`config.mk`:
```
export PLATFORM = sky130hd
export DESIGN_NAME = plti_cell
export DESIGN_NICKNAME = d
export VERILOG_FILES = /design/src/rtl/core/plti_pkg.sv /design/src/rtl/core/plti_cell.sv
export SDC_FILE = /design/constraint.sdc
export NUM_CORES = 1
export LEC_CHECK = 0
export BUFFER_PORTS_ARGS = -buffer_cell sky130_fd_sc_hd__clkbuf_2
export CELL_PAD_IN_SITES_DETAIL_PLACEMENT = 0
export CELL_PAD_IN_SITES_GLOBAL_PLACEMENT = 1
export CORE_AREA = 2 2 203 205
export DETAILED_ROUTE_END_ITERATION = 10
export DIE_AREA = 0 0 205 207
export PLACE_DENSITY = 0.74
export SLEW_MARGIN = 20
export SYNTH_ARGS = -nofsm -noshare
export SYNTH_HDL_FRONTEND = slang
export SYNTH_SLANG_ARGS = --single-unit
```
`constraint.sdc`:
```
create_clock -name i_clk -period 6.12 [get_ports i_clk]
set_input_delay 0.306 -clock i_clk [delete_from_list [all_inputs] [get_ports i_clk]]
set_output_delay 0.306 -clock i_clk [all_outputs]
set_load 0.01 [all_outputs]
```
`src/rtl/core/plti_pkg.sv`:
```
`timescale 1ns / 1ps
// Shared types and constants for the piecewise linear table interpolator.
// No dependencies; every other file in rtl/core imports this package.
package plti_pkg;

    localparam int MAX_POINTS  = 16;
    localparam int NCNT_W      = $clog2(MAX_POINTS + 1);
    localparam int DATA_W      = 32;
    localparam int STEP_W      = $clog2(DATA_W);
    localparam int ENTRY_IDX_W = 4;
    localparam int PU_W        = 5;

    // Input word layout, lowest bit first.
    localparam int IDX_LSB   = 0;
    localparam int EX_LSB    = IDX_LSB + ENTRY_IDX_W;
    localparam int EY_LSB    = EX_LSB + DATA_W;
    localparam int QX_LSB    = EY_LSB + DATA_W;
    localparam int IN_BITS   = QX_LSB + DATA_W;
    localparam int IN_W      = ((IN_BITS + 7) / 8) * 8;

    localparam logic KIND_WRITE = 1'b0;
    localparam logic KIND_QUERY = 1'b1;

    localparam logic [1:0] REG_BELOW  = 2'd0;
    localparam logic [1:0] REG_ABOVE  = 2'd1;
    localparam logic [1:0] REG_EXACT  = 2'd2;
    localparam logic [1:0] REG_INTERP = 2'd3;

    // Query token that walks the cell row.
    typedef struct packed {
        logic              valid;
        logic              below;
        logic              found;
        logic [1:0]        region;
        logic [DATA_W-1:0] q;
        logic [DATA_W-1:0] px;
        logic [DATA_W-1:0] py;
        logic [DATA_W-1:0] x0;
        logic [DATA_W-1:0] x1;
        logic [DATA_W-1:0] y;
        logic [DATA_W-1:0] y1;
    } t_tok;

    typedef struct packed {
        logic wr_en;
        logic first;
        logic active;
        logic last;
    } t_cell_ctl;

    typedef struct packed {
        logic busy;
        logic done;
    } t_lerp_stat;

endpackage

```
`src/rtl/core/plti_cell.sv`:
```
`timescale 1ns / 1ps
// One breakpoint cell: holds one (x, y) pair and advances the query token by one stage.
// Depends on plti_pkg.
module plti_cell
    import plti_pkg::*;
(
    input  logic              i_clk,
    input  logic              i_rst_n,
    input  t_cell_ctl         i_ctl,
    input  logic [DATA_W-1:0] i_wr_x,
    input  logic [DATA_W-1:0] i_wr_y,
    input  t_tok              i_tok,
    output t_tok              o_tok
);

    logic [DATA_W-1:0] r_x;
    logic [DATA_W-1:0] r_y;
    t_tok              r_tok;
    t_tok              n_tok;
    logic              ge;
    logic              eq;

    assign ge = $signed(r_x) >= $signed(i_tok.q);
    assign eq = r_x == i_tok.q;

    always_comb begin
        n_tok    = i_tok;
        n_tok.px = r_x;
        n_tok.py = r_y;
        if (i_ctl.first && ge && !eq) begin
            n_tok.below  = 1'b1;
            n_tok.found  = 1'b1;
            n_tok.region = REG_BELOW;
            n_tok.y      = r_y;
        end else if (i_ctl.active && !i_tok.found && ge) begin
            n_tok.found = 1'b1;
            if (eq) begin
                n_tok.region = REG_EXACT;
                n_tok.y      = r_y;
            end else begin
                n_tok.region = REG_INTERP;
                n_tok.x0     = i_tok.px;
                n_tok.y      = i_tok.py;
                n_tok.x1     = r_x;
                n_tok.y1     = r_y;
            end
        end
        // Beyond the last breakpoint in use the last y wins over any earlier match.
        if (i_ctl.last && !n_tok.below && !ge) begin
            n_tok.found  = 1'b1;
            n_tok.region = REG_ABOVE;
            n_tok.y      = r_y;
        end
    end

    always_ff @(posedge i_clk) begin
        if (i_ctl.wr_en) begin
            r_x <= i_wr_x;
            r_y <= i_wr_y;
        end
    end

    always_ff @(posedge i_clk) begin
        if (!i_rst_n) begin
            r_tok.valid <= 1'b0;
        end else begin
            r_tok <= n_tok;
        end
    end

    assign o_tok = r_tok;

endmodule

```
# Word-level counts from Yosys, hierarchy flattened
# Cells that the tools add are included.
[totals] register_bits=293 in_bits=299 output_inout_bits=229 elab_cells=40
[classes] n_lt_le_gt_ge=1 eq_ne=1 n_mux=12 n_reduce_logical=12
[ops] operator="32-bit two-way mux" n=5
[ops] operator="128-bit two-way mux" n=1
[ops] operator="64-bit two-way mux" n=2
[ops] operator="32-bit equality test" n=1
[ops] operator="32-bit >= comparator" n=1
[ops] operator="1-bit logical AND" n=6
[ops] operator="1-bit zero test" n=4
[ops] operator="1-bit two-way mux" n=3
[ops] operator="3-bit OR reduction" n=1
[ops] operator="2-bit two-way mux" n=1
[ops] operator="2-bit OR reduction" n=1

# Logic depth before layout (Yosys ltp)
[logic_depth] depth_word=8 mapped_depth=11 depth_no_buf=9

# Worst setup path before layout
# OpenSTA, ideal clock, no wires.
[synth_path] path_type="register to register" from="register r_x[1]" to="register r_tok (netlist bit o_tok[0]) (data pin)" setup_ns=0.262 arrival_ns=2.401 t_required_ns=5.858 setup_slack_ns=3.457 path_stages_with_launch=11 path_buffers=2 period_less_slack_ns=2.663 path_cell_list="edfxtp_1 -> ha_1 -> nor2b_1 -> o211ai_1 -> a21boi_2 -> o41ai_2 -> nand3_2 -> nand3b_4 -> buf_6 -> buf_6 -> mux2_1"
[synth_lines] item="start: declaration" line="plti_cell.sv:16" rtl="logic [DATA_W-1:0] r_x;"
[synth_lines] item="start signal: assignment" line="plti_cell.sv:58" rtl="r_x <= i_wr_x;"
[synth_lines] item="end signal: assignment" line="plti_cell.sv:67" rtl="r_tok <= n_tok;"
[synth_lines] item="end: declaration" line="plti_cell.sv:18" rtl="t_tok r_tok;"

==> run summary <==
CP max stage delay -> 0.68 ns
Final Critical Period -> 4.17 ns
Number of synthesized flops with an enable pin -> 292
Worst path arrival time -> 4.44 ns
Endpoints failing hold -> 0
Switching power -> 1230 uW
Critical Path RT -> 6.38 ns
Max-Cap Viols -> 0
Layout Nets -> 1589
Setup TNS -> 0 ns
CP Capture Type -> flop
TritonCTS clock tree -> yes
Top-area cell type share of the netlist area -> 75.0%
PD cells -> 304 nW/um^2
Dpl hpwl -> 25800 um
Actual slew at the worst max-slew pin -> 1.04 ns
Top FF cell, synth -> edfxtp_1
GRT overflow -> 0
Antenna violations before repair -> 1
DIE WIDTH -> 205 um
Post-Synth XOR/XNOR Area -> 0%
Worst path top cell family by delay -> buffers and inverters
Final GP Congestion -> 0.811
H-tree Lvls -> 2
Layout Skew -> 0.0190 ns
Worst-case clock buffer depth -> 3
Synth Register Bits -> 293
First-pass GRT wire length -> 51600 um
Top post-synthesis cells by area -> edfxtp_1 (75%), mux2_2 (5.4%), mux2_1 (3.9%), ha_1 (3.4%), o2bb2ai_1 (2.5%)
CP Max Fanout -> 38
WP buf/inv -> 5
Max Freq -> 240 MHz
Initial DRC count -> 409
Syn nets -> 951
Post-DR wirelength/cell -> 19.6 um
Dominant cell type by area after synthesis -> edfxtp_1
Slew Limit Fails -> 0
Resized cells post-CTS -> 0
Hold buffers post-CTS -> 93
Fraction of layout cells with a size suffix above 1 -> 50.8%
Seq/Total Area, Yosys -> 75.2%
Critical-path top delay cell -> nand3b_4
Routed vias -> 8240
Post-synth ARST share -> 0%
Largest net degree at the start of global routing -> 119
CP Launch Type -> input pin
Overall power -> 5160 uW
Routed Antenna Nets -> 0
Vias per inst -> 4.54
Cell mode on critical path -> buf_4
Ant. Diodes -> 0
DRT Pass-1 Iters -> 5
Sequential share of power -> 47.9%
Synth Instances -> 620
Post-synthesis compound-gate area fraction -> 7.39%
Leakage -> 0.00719 uW
Vias in the first global route -> 8670
Sw Share -> 23.9%
Adder-cell area share of the yosys netlist -> 3.43%
Mux cell area share after synthesis -> 9.25%
Simple-Gate Fraction of Synth Area -> 2.17%
CTS root buffer -> clkbuf_16
Hold Crit Class -> in2reg
Warnings from Yosys -> 0
CTS Buf Count -> 34
I/O Pins -> 528
Status -> finished clean
Clock network power share -> 39.3%
Relative slew margins -> 31.0%
RSZ-0062 raised after global routing -> false
Distinct cells, synth -> 45
Comb power frac -> 12.8%
Die height -> 207 um
Critical Path, Cell by Cell -> dlygate4sd3_1 -> clkbuf_2 -> inv_1 -> ha_1 -> nand4_1 -> nor4_2 -> a21boi_2 -> o41ai_2 -> nand3_2 -> buf_4 -> nand3b_4 -> buf_4 -> mux2_1
Post-synth top cells -> edfxtp_1 (292), mux2_2 (56), mux2_1 (40), inv_1 (34), o2bb2ai_1 (33)
Final-report setup violation count -> 0
Port Buffers -> 527
Internal power -> 3930 uW
Synthesized area per cell -> 18.9 um^2
Syn Std Cell Area -> 11700 um^2
Rows -> 74
Number of clock sinks -> 293
Top-count cell post-synth -> edfxtp_1
Routed WL -> 35600 um
Period utilisation layout -> 68.2%
Fillers -> 3744
Total core area -> 40400 um^2
Full die area -> 42400 um^2
Clk_lat worst skew -> 0.53 ns
DRC errors left -> 0
Area growth syn-to-layout -> 45.1%
Clock slew seen by the registers of the worst setup and hold paths -> 0.06 ns
Critical path class -> in2reg
Post-CTS Setup Inserts -> 0
Main combinational cell family by area after synthesis -> multiplexers
Initial core utilization -> 29.0%
Total Routing Usage GR -> 16.2%
Maximum VDD drop -> 0.225 mV
flip-flops by register name, indices dropped and copies added (netlist names):
name / cells
r_x: 32
r_y: 32
o_tok: 229
cell type report:
cell class,count,area (um^2),area share [%]
Clock inverter,20,206,1.22
Inverter,34,128,0.752
Timing Repair Buffer,628,3650,21.5
Multi-Input combinational cell,267,2610,15.4
Sequential cell,293,8790,51.8
Tap cell,532,666,3.92
Clock buffer,41,908,5.36
power groups by stage:
stage / Clock [uW] / Sequential, uW / Combinational [uW]
after detailed placement: 0 / 2520 / 615
after global placement: 0 / 2510 / 603
after floorplan: 0 / 2560 / 208
after CTS: 2090 / 2480 / 666
after global routing: 2170 / 2490 / 715
final: 2030 / 2470 / 659
placed cells by master, fill, tap and decap left out, types with 4 or more instances in the layout:
cell type,n
clkbuf_2,525
edfxtp_1,292
dlygate4sd3_1,93
mux2_2,56
mux2_1,40
clkbuf_16,35
inv_1,34
o2bb2ai_1,33
a32oi_1,32
ha_1,32
a21oi_1,15
buf_4,8
nand4_1,6
nand2_1,6
clkinv_1,6
clkinv_2,6
clkbuf_1,5
nand3_1,4
bufinv_16,4
worst paths after layout:
check        slack (ns)              endpoint  depth (start not counted)              start
max                1.95  o_tok[124]$_DFFE_PP_                         13         i_tok[202]
min                0.05  o_tok[194]$_DFFE_PP_                          1         i_tok[194]
max reg2reg        1.96  o_tok[124]$_DFFE_PP_                         10  r_x[10]$_DFFE_PP_
min reg2reg        0.46  o_tok[130]$_DFFE_PP_                          0   r_y[2]$_DFFE_PP_
kinds of logic (layout without fill, tap and decap cells):
kind of cell / after synthesis / in the layout
AND/OR/NAND/NOR: 35 / 35
AO/OA/AOI/OAI: 104 / 104
multiplexers: 96 / 96
buffers and inverters: 60 / 723
flip-flops: 293 / 293
adder cells (fa/ha/maj): 32 / 32
per-stage QoR:
stage	worst slack, ns	cells	hold slack [ns]	util, %	cell area (um^2)
floorplan	3.46	620	0.405	-	11700
global placement	1.98	1661	0.451	36.9	14900
detailed placement	1.86	1661	0.463	36.9	14900
CTS	1.87	1815	0.00307	42.0	17000
global route	1.77	1815	0.000488	42.0	17000
finish	1.95	1815	0.0452	42.0	17000
layer usage:
metal / global-route usage [%] / routed length, um / up-vias
li1: - / - / 3802
met1: 18.1 / 13300 / 3947
met2: 28.7 / 18200 / 421
met3: 4.94 / 2980 / 68
met4: 6.55 / 1230 / 2
met5: 0 / 13 / -
(Power assumes the default switching activity.)
